`config.mk`:
```
export PLATFORM = sky130hd
export DESIGN_NAME = host_watchdog_power_cycler
export DESIGN_NICKNAME = d
export VERILOG_FILES = /design/src/sv/hwpc_pkg.sv /design/src/sv/hwpc_step.sv /design/src/sv/host_watchdog_power_cycler.sv
export SDC_FILE = /design/constraint.sdc
export NUM_CORES = 1
export LEC_CHECK = 0
export BUFFER_PORTS_ARGS = -buffer_cell sky130_fd_sc_hd__buf_4
export CAP_MARGIN = 10
export CORE_ASPECT_RATIO = 1.1
export CORE_UTILIZATION = 58
export CTS_CLUSTER_DIAMETER = 80
export DETAILED_ROUTE_END_ITERATION = 10
export PLACE_DENSITY = 0.8
export SYNTH_ARGS = -nofsm -noshare
export SYNTH_HDL_FRONTEND = slang
export SYNTH_SLANG_ARGS = --single-unit
```
`constraint.sdc`:
```
create_clock -name clk -period 4.1 [get_ports clk]
set_clock_uncertainty 0.05 [all_clocks]
set_input_delay 0.82 -clock clk [delete_from_list [all_inputs] [get_ports clk]]
set_output_delay 0.82 -clock clk [all_outputs]
set_load 0.05 [all_outputs]
```
`src/sv/hwpc_pkg.sv`:
```
// types, codes and constants shared by the host watchdog power cycler
// no dependencies

package hwpc_pkg;

	localparam logic [7:0] WDT_ENABLE_MAGIC = 8'h63;
	localparam logic [7:0] CMD_CLEAR = 8'h01;
	localparam logic [7:0] CMD_RESET = 8'h11;
	localparam logic [7:0] CMD_CYCLE = 8'h21;

	localparam logic [15:0] TIMER_LIMIT_RST = 16'd3600;
	localparam logic [7:0] CYCLE_DELAY_RST = 8'd30;

	localparam int IN_TDATA_W = 32;
	localparam int OUT_TDATA_W = 48;

	typedef enum logic [1:0] {
		ACT_TICK = 2'd0,
		ACT_CMD = 2'd1,
		ACT_TIMER_WR = 2'd2,
		ACT_SAVE_DONE = 2'd3
	} action_t;

	typedef enum logic [1:0] {
		CFG_WDT_ENABLE = 2'd0,
		CFG_TIMER_LIMIT = 2'd1,
		CFG_CYCLE_DELAY = 2'd2,
		CFG_COUNT_INIT = 2'd3
	} cfg_idx_t;

	typedef struct packed {
		logic [7:0] wdt_enable_code;
		logic [15:0] timer_limit;
		logic [7:0] cycle_delay;
	} cfg_t;

	typedef struct packed {
		logic [15:0] reset_timer;
		logic [15:0] reset_count;
		logic cycle_pending;
		logic [7:0] cycle_countdown;
		logic [1:0] bytes_to_save;
		logic [4:0] link_error_countdown;
		logic shutdown_latched;
	} state_t;

	typedef struct packed {
		action_t action;
		logic [7:0] command;
		logic [15:0] timer_value;
		logic link_error;
	} event_t;

	typedef struct packed {
		logic cycle_pending_out;
		logic [15:0] reset_count_value;
		logic [15:0] reset_timer_value;
		logic [7:0] save_data;
		logic save_byte_index;
		logic save_pending;
		logic mcu_reset;
		logic shutdown;
	} result_t;

endpackage

```
`src/sv/hwpc_step.sv`:
```
// next-state and result logic for one event of the host watchdog power cycler
// depends on hwpc_pkg

module hwpc_step
	import hwpc_pkg::*;
#(
	parameter logic [4:0] LINK_ERROR_SECONDS = 5'd25,
	parameter logic [7:0] SAVE_GRACE_SECONDS = 8'd10
) (
	input cfg_t cfg,
	input state_t state,
	input event_t evt,
	output state_t state_next,
	output result_t result
);

	logic pulse;
	logic saving;
	logic idx;

	always_comb begin
		state_next = state;
		pulse = 1'b0;
		unique case (evt.action)
			ACT_TICK: begin
				if (cfg.wdt_enable_code == WDT_ENABLE_MAGIC) begin
					if (state.reset_timer >= cfg.timer_limit) begin
						if (!state.cycle_pending) begin
							state_next.reset_count = state.reset_count + 16'd1;
							state_next.cycle_pending = 1'b1;
							state_next.cycle_countdown = SAVE_GRACE_SECONDS;
							state_next.bytes_to_save = 2'd2;
						end
					end else begin
						state_next.reset_timer = state.reset_timer + 16'd1;
					end
				end
				if (state_next.cycle_pending) begin
					if (state_next.cycle_countdown != 8'd0)
						state_next.cycle_countdown = state_next.cycle_countdown - 8'd1;
					if (state_next.cycle_countdown == 8'd0)
						state_next.shutdown_latched = 1'b1;
				end
				if (evt.link_error) begin
					if (state.link_error_countdown != 5'd0)
						state_next.link_error_countdown = state.link_error_countdown - 5'd1;
					else
						pulse = 1'b1;
				end else begin
					state_next.link_error_countdown = LINK_ERROR_SECONDS;
				end
			end
			ACT_CMD: begin
				if (!state.cycle_pending) begin
					unique case (evt.command)
						CMD_CLEAR: state_next.reset_timer = 16'd0;
						CMD_RESET: pulse = 1'b1;
						CMD_CYCLE: begin
							state_next.cycle_pending = 1'b1;
							state_next.cycle_countdown = cfg.cycle_delay;
							state_next.bytes_to_save = 2'd0;
						end
						default: ;
					endcase
				end
			end
			ACT_TIMER_WR: begin
				if (!state.cycle_pending)
					state_next.reset_timer = evt.timer_value;
			end
			ACT_SAVE_DONE: begin
				if (state.cycle_pending) begin
					unique case (state.bytes_to_save)
						2'd2, 2'd3: state_next.bytes_to_save = 2'd1;
						2'd1: begin
							state_next.bytes_to_save = 2'd0;
							state_next.cycle_countdown = 8'd0;
						end
						default: ;
					endcase
				end
			end
			default: ;
		endcase
	end

	assign saving = state_next.cycle_pending && (state_next.bytes_to_save != 2'd0);
	assign idx = saving && (state_next.bytes_to_save == 2'd1);

	always_comb begin
		result.shutdown = state_next.shutdown_latched;
		result.mcu_reset = pulse;
		result.save_pending = saving;
		result.save_byte_index = idx;
		if (!saving)
			result.save_data = 8'd0;
		else if (idx)
			result.save_data = state_next.reset_count[15:8];
		else
			result.save_data = state_next.reset_count[7:0];
		result.reset_timer_value = state_next.reset_timer;
		result.reset_count_value = state_next.reset_count;
		result.cycle_pending_out = state_next.cycle_pending;
	end

endmodule

```
`src/sv/host_watchdog_power_cycler.sv`:
```
// Host watchdog power cycler: takes one event beat (tick, host command, host timer
// write or save acknowledge) and returns one status beat per event. An event beat
// is taken every cycle unless the output stalls. It lands in the input register,
// the combinational update logic then fills the result register, and the status
// beat is offered from there. Output stalls hold the result register and push back
// on the input side.
// depends on hwpc_pkg and hwpc_step

module host_watchdog_power_cycler
	import hwpc_pkg::*;
#(
	parameter logic [4:0] LINK_ERROR_SECONDS = 5'd25,
	parameter logic [7:0] SAVE_GRACE_SECONDS = 8'd10
) (
	input logic clk,
	input logic arst_n,
	input logic cfg_we,
	input logic [1:0] cfg_index,
	input logic [15:0] cfg_wdata,
	input logic s_axis_tvalid,
	output logic s_axis_tready,
	// command[7:0], timer_value[23:8], link_error[24], zero pad
	input logic [IN_TDATA_W-1:0] s_axis_tdata,
	// action[1:0]
	input logic [1:0] s_axis_tuser,
	output logic m_axis_tvalid,
	input logic m_axis_tready,
	// shutdown[0], mcu_reset[1], save_pending[2], save_byte_index[3], save_data[11:4],
	// reset_timer_value[27:12], reset_count_value[43:28], cycle_pending_out[44], zero pad
	output logic [OUT_TDATA_W-1:0] m_axis_tdata
);

	cfg_t cfg_q;
	state_t state_q;
	state_t state_next;
	event_t evt_s1;
	logic valid_s1;
	result_t result;
	result_t result_s2;
	logic valid_s2;
	logic advance;

	assign advance = valid_s1 && (!valid_s2 || m_axis_tready);
	assign s_axis_tready = !valid_s1 || advance;

	// input register
	always_ff @(posedge clk or negedge arst_n) begin
		if (!arst_n)
			valid_s1 <= 1'b0;
		else if (s_axis_tready)
			valid_s1 <= s_axis_tvalid;
	end

	always_ff @(posedge clk) begin
		if (s_axis_tready && s_axis_tvalid) begin
			evt_s1.action <= action_t'(s_axis_tuser);
			evt_s1.command <= s_axis_tdata[7:0];
			evt_s1.timer_value <= s_axis_tdata[23:8];
			evt_s1.link_error <= s_axis_tdata[24];
		end
	end

	hwpc_step #(
		.LINK_ERROR_SECONDS(LINK_ERROR_SECONDS),
		.SAVE_GRACE_SECONDS(SAVE_GRACE_SECONDS)
	) u_step (
		.cfg(cfg_q),
		.state(state_q),
		.evt(evt_s1),
		.state_next(state_next),
		.result(result)
	);

	// configuration and supervisor state
	always_ff @(posedge clk or negedge arst_n) begin
		if (!arst_n) begin
			cfg_q.wdt_enable_code <= 8'd0;
			cfg_q.timer_limit <= TIMER_LIMIT_RST;
			cfg_q.cycle_delay <= CYCLE_DELAY_RST;
			state_q.reset_timer <= 16'd0;
			state_q.reset_count <= 16'd0;
			state_q.cycle_pending <= 1'b0;
			state_q.cycle_countdown <= 8'd0;
			state_q.bytes_to_save <= 2'd0;
			state_q.link_error_countdown <= LINK_ERROR_SECONDS;
			state_q.shutdown_latched <= 1'b0;
		end else if (cfg_we) begin
			unique case (cfg_idx_t'(cfg_index))
				CFG_WDT_ENABLE: cfg_q.wdt_enable_code <= cfg_wdata[7:0];
				CFG_TIMER_LIMIT: cfg_q.timer_limit <= cfg_wdata;
				CFG_CYCLE_DELAY: cfg_q.cycle_delay <= cfg_wdata[7:0];
				CFG_COUNT_INIT: state_q.reset_count <= cfg_wdata;
				default: ;
			endcase
		end else if (advance) begin
			state_q <= state_next;
		end
	end

	// result register
	always_ff @(posedge clk or negedge arst_n) begin
		if (!arst_n)
			valid_s2 <= 1'b0;
		else if (!valid_s2 || m_axis_tready)
			valid_s2 <= valid_s1;
	end

	always_ff @(posedge clk) begin
		if (advance)
			result_s2 <= result;
	end

	assign m_axis_tvalid = valid_s2;
	assign m_axis_tdata = {{(OUT_TDATA_W - $bits(result_t)){1'b0}}, result_s2};

endmodule

```
# After elaboration in Yosys (flattened, before gate mapping)
# Cells that the tools add are included.
[word_totals]
ram_bits = 0
output_inout_bits = 50
memories = 0
word_cells = 109
latch_bits = 0
romBits = 0
reg_bits = 155
inputBits = 57
[op_classes]
n_div = 0
bitwise = 1
shift = 0
multipliers = 0
muxes = 35
eq_ne = 20
order_cmp = 1
reduce_logical = 24
add_sub_neg = 4
[op_table]
columns = ["operator", "n"]
rows = [
  ["16-bit 2-to-1 mux", 7],
  ["43-bit 2-to-1 mux", 2],
  ["27-bit 2-to-1 mux", 2],
  ["8-bit 2-to-1 mux", 6],
  ["16-bit case mux with 3 select lines", 1],
  ["33-bit 2-to-1 mux", 1],
  ["16-bit by 1-bit adder with 16-bit output (second input constant)", 2],
  ["10-bit case mux with 3 select lines", 1],
  ["11-bit 2-to-1 mux", 2],
  ["16-bit greater-or-equal comparator", 1],
  ["2-bit equality test (second input constant)", 6],
  ["10-bit 2-to-1 mux", 1],
  ["5-bit 2-to-1 mux", 2],
  ["2-bit AND reduction", 5],
  ["2-bit by 1-bit equality test with 1-bit output (second input constant)", 4],
  ["8-bit by 1-bit equality test with 1-bit output (second input constant)", 1],
  ["8-bit by 5-bit equality test with 1-bit output (second input constant)", 1],
  ["8-bit by 6-bit equality test with 1-bit output (second input constant)", 1],
  ["8-bit by 7-bit equality test with 1-bit output (second input constant)", 1],
  ["8-bit zero test", 1],
  ["2-bit != test (second input constant)", 4],
  ["8-bit nonzero test", 1],
  ["8-bit by 1-bit subtractor with 8-bit output (second input constant)", 1],
  ["7-bit AND reduction", 1],
  ["16 further kinds", 30],
]

# Depth between registers and ports, before layout
[depth]
word_depth = 15
depth_mapped = 10
ltp_nobuf = 9

# Cells and area by module
# From an unflattened synthesis, not the netlist that was laid out.
[unflattened]
hier_cells = 735
area_unflattened_um2 = 8324.2
[modules_own_cells]
columns = ["module", "seq_area_each_um2", "area_per_inst_um2", "cells_per_inst", "n_inst"]
rows = [
  ["host_watchdog_power_cycler", 4252.8, 5459.0, 284, 1],
  ["hwpc_step", 0.0, 2865.2, 451, 1],
]

# Worst setup path before layout
# Ideal clock, no wire load.
[synth_path]
kind = "reg-to-reg"
from = "register state_q[33] (netlist bit)"
to = "register result_s2 (netlist bit m_axis_tdata[13]) (data pin)"
slack_ns = 1.247
n_path_buf = 1
t_arrival_ns = 2.531
required_ns = 3.778
setup_ns = 0.272
period_less_slack_ns = 2.853
path_stages_with_launch = 11
cell_sequence = "dfrtp_1 -> inv_1 -> ha_1 -> nand2b_1 -> a2111o_1 -> a32oi_4 -> nand3_1 -> buf_6 -> mux2_2 -> a22oi_1 -> o21ai_0"
[synth_lines]
columns = ["element", "line", "text"]
rows = [
  ["start: declaration", "host_watchdog_power_cycler.sv:34", "state_t state_q;"],
  ["start signal: assignment", "host_watchdog_power_cycler.sv:96", "state_q <= state_next;"],
  ["end signal: assignment", "host_watchdog_power_cycler.sv:110", "result_s2 <= result;"],
  ["end: declaration", "host_watchdog_power_cycler.sv:39", "result_t result_s2;"],
]

==> flow_metrics.env <==
export IMPL_fp_dieW_um=115
export IMPL_globalplace_congestion=0.914
export IMPL_design_die_area_um2=14500
export IMPL_vias=6619
export IMPL_drc=0
export IMPL_synthToLayoutAreaGrowth_pct=18.4
export IMPL_place_inst=1013
export IMPL_antenna_found_initial=0
export IMPL_worst_slew_pin_slew_ps=1110
export IMPL_grt_pass1_vias=6431
export IMPL_clkLatencyLatePin_ps=440
export IMPL_rsz0062_at_grt="false"
export IMPL_critPathKind="register to register"
export IMPL_finalHoldViolCount=0
export IMPL_cts_root_buf="clkbuf_16"
export IMPL_worst_setup_path_start_kind="register"
export IMPL_p_leak_uw=0.00408
export IMPL_async_reset_ff_frac=0.535
export IMPL_dp_hpwl_um=14400
export IMPL_cts_tree="built"
export IMPL_clock_sinks=155
export IMPL_cts_hold_buf=0
export IMPL_status="completed"
export IMPL_seq_area_frac_synth=0.522
export IMPL_ioPinCount=107
export IMPL_worstReg2RegStart="state_q[33]$_DFFE_PN0P_"
export IMPL_r2r_end="m_axis_tdata[16]$_DFFE_PP_"
export IMPL_post_cts_setup_buffers=0
export IMPL_fin_crit_ps=3510
export IMPL_synth_edf_count=72
export IMPL_fin_setup_tns_ps=0
export IMPL_hold_start="state_q[0]$_DFFE_PN0P_"
export IMPL_hp_class="register to register"
export IMPL_drt_wirelength_per_cell_um=19.8
export IMPL_fmax_mhz=285
export IMPL_nets=922
export IMPL_final_max_slew_viol_count=0
export IMPL_cap_violations=0
export IMPL_die_h_um=126
export IMPL_avgSynthCellArea_um2=10.9
export IMPL_wl_um=20700
export IMPL_required_ps=4240
export IMPL_antennaDiodeCount=0
export IMPL_overflow=0
export IMPL_netlist_instances=748
export IMPL_ant_nets=0
export IMPL_drive_gt1_frac=0.251
export IMPL_portBuffers=96
export IMPL_grt_max_degree=84
export IMPL_crit_path_max_fanout=13
export IMPL_cp_end_kind="register"
export IMPL_rows=45
export IMPL_initial_core_util=0.593
export IMPL_synth_yosys_warnings=0
export IMPL_path_clk_slew_ps=60
export IMPL_syn_cell_area_um2=8140
export IMPL_grt_usage=0.300
export IMPL_cts_made_buffers=17
export IMPL_htreeDepth=4
export IMPL_clock_path_buffers=2
export IMPL_fillCellCount=1063
export IMPL_first_pass_iters=5
export IMPL_grt_pass1_wl_um=33200
export IMPL_finalNonFillerCells=1046
export IMPL_core_um2=13700
export IMPL_timing_reg2reg_setup_slack_ps=590
export IMPL_slew_limit_headroom=0.255
export IMPL_regArea_um2=4250
export IMPL_synthFlopType="edfxtp_1"
export IMPL_startpoint="state_q[33]$_DFFE_PN0P_"
export IMPL_drt_iter0_drc=706
export IMPL_crit_arrival_ps=3650
export IMPL_via_per_inst=6.33
export IMPL_multiInputGateArea_um2=3590
export IMPL_cts_repair_resized=0
export IMPL_synth_seq_cells=155
export IMPL_power_uw=4700
export IMPL_vdd_drop_max_uv=255
export IMPL_powerDensity_nw_per_um2=487
export IMPL_fin_crit_sh=0.856
export IMPL_ff2ff_path_depth=9
export IMPL_crit_end="m_axis_tdata[16]$_DFFE_PP_"
export IMPL_whs_ps=404
export IMPL_ys_types=82
export IMPL_setup_violations_final=0
-- synth_stat cells, types with 3 or more instances --
library cell	count	area, µm²
a211oi_1	8	60.1
a21o_1	11	82.6
a21oi_1	30	150
a221oi_1	6	52.6
a22o_1	11	96.3
a22oi_1	16	120
a31oi_1	6	37.5
and2_1	4	25.0
and3_1	17	106
and4_1	4	35.0
buf_1	3	11.3
buf_4	4	30.0
clkbuf_1	23	86.3
dfrtp_1	72	1800
dfstp_2	11	289
edfxtp_1	72	2160
ha_1	20	250
inv_1	41	154
mux2_2	35	394
mux2i_1	7	70.1
nand2_1	68	255
nand2b_1	9	56.3
nand3_1	29	145
nand3b_1	4	30.0
nand4_1	14	87.6
nor2_1	49	184
nor2b_1	3	18.8
nor3_1	11	55.1
nor3b_1	4	30.0
o211ai_1	5	37.5
o21ai_0	55	275
o221ai_1	4	35.0
o22ai_1	5	31.3
o311ai_0	3	26.3
o31ai_1	4	30.0
or2_2	3	18.8
or3_1	6	37.5
xnor2_1	11	96.3
xor2_1	7	61.3
-- logic make-up after synthesis --
logic type	count (synthesis)	share of synthesized area
AO/OA/AOI/OAI	192	0.169
XOR/XNOR	18	0.0194
adder cells (fa/ha/maj)	20	0.0307
buffers and inverters	74	0.0379
flip-flops	155	0.522
multiplexers	43	0.0584
other	1	0.000460
AND/OR/NAND/NOR	245	0.162
-- power by group --
| group | total, µW | internal (µW) | switching, µW |
|---|---|---|---|
| clock | 1510 | 839 | 673 |
| sequential | 2100 | 1880 | 216 |
| combinational | 1090 | 409 | 681 |
| total | 4700 | 3130 | 1570 |
-- stage by stage --
step,worst slack [ps],util,instance area (µm²)
floorplan,1250,-,8150
global placement,749,0.658,9040
detailed placement,659,0.658,9040
CTS,619,0.700,9610
global route,464,0.702,9640
finish,589,0.702,9640
-- per-layer routing --
| metal | GRT usage | share of wire |
|---|---|---|
| met3 | 0.0563 | 0.066 |
| met2 | 0.485 | 0.50 |
| met5 | 0 | 0 |
| met4 | 0.144 | 0.031 |
| met1 | 0.389 | 0.40 |
-- final cells by class --
type                       instances  area share
timing repair buffer             109      0.0870
tap                              188      0.0244
multi-input combinational        521       0.372
sequential                       155       0.441
clock buffer                      19      0.0482
clock inverter                    13      0.0110
inverter                          41      0.0160
-- sequential cells by signal (all words and copies together), names as in the netlist --
| register | count |
|---|---|
| cfg_q | 32 |
| state_q | 49 |
| evt_s1 | 27 |
| valid_s1 | 1 |
| m_axis_tvalid | 1 |
| m_axis_tdata | 45 |
-- layout by cell type, fill, tap and decap left out, drive strengths merged, types with 8 or more instances in the layout --
cell / netlist / final
a22o: 11 / 11
inv: 41 / 46
nor2: 49 / 49
a21o: 11 / 11
edfxtp: 72 / 72
buf: 10 / 109
nand2b: 9 / 9
a22oi: 16 / 16
o21ai: 56 / 56
clkbuf: 23 / 19
a211oi: 9 / 9
dfrtp: 72 / 72
nand2: 68 / 68
and3: 18 / 18
nand4: 14 / 14
a21oi: 31 / 31
nor3: 14 / 14
nand3: 30 / 30
dfstp: 11 / 11
xnor2: 11 / 11
mux2: 36 / 36
ha: 20 / 20
a31oi: 8 / 8
-- critical path, cell delays in order, from the launching register on --
cell and delay (ps):
dfrtp_1 480, inv_1 150, ha_1 290, nand2b_1 150, a2111o_1 480, a32oi_4 390
nand3_2 420, nor3_2 470, o21ai_0 140, a21o_1 230
-- how the worst min path moves through the flow --
| stage | end | slack [ps] | depth (start not counted) |
|---|---|---|---|
| final | state_q[0]$_DFFE_PN0P_ | 400 | 1 |
| after global routing | state_q[0]$_DFFE_PN0P_ | 420 | 1 |
| after CTS | state_q[0]$_DFFE_PN0P_ | 410 | 1 |
| after detailed placement | state_q[0]$_DFFE_PN0P_ | 390 | 1 |
| after global placement | state_q[0]$_DFFE_PN0P_ | 380 | 1 |
| after floorplan | state_q[0]$_DFFE_PN0P_ | 370 | 1 |
(Power assumes the default switching activity.)
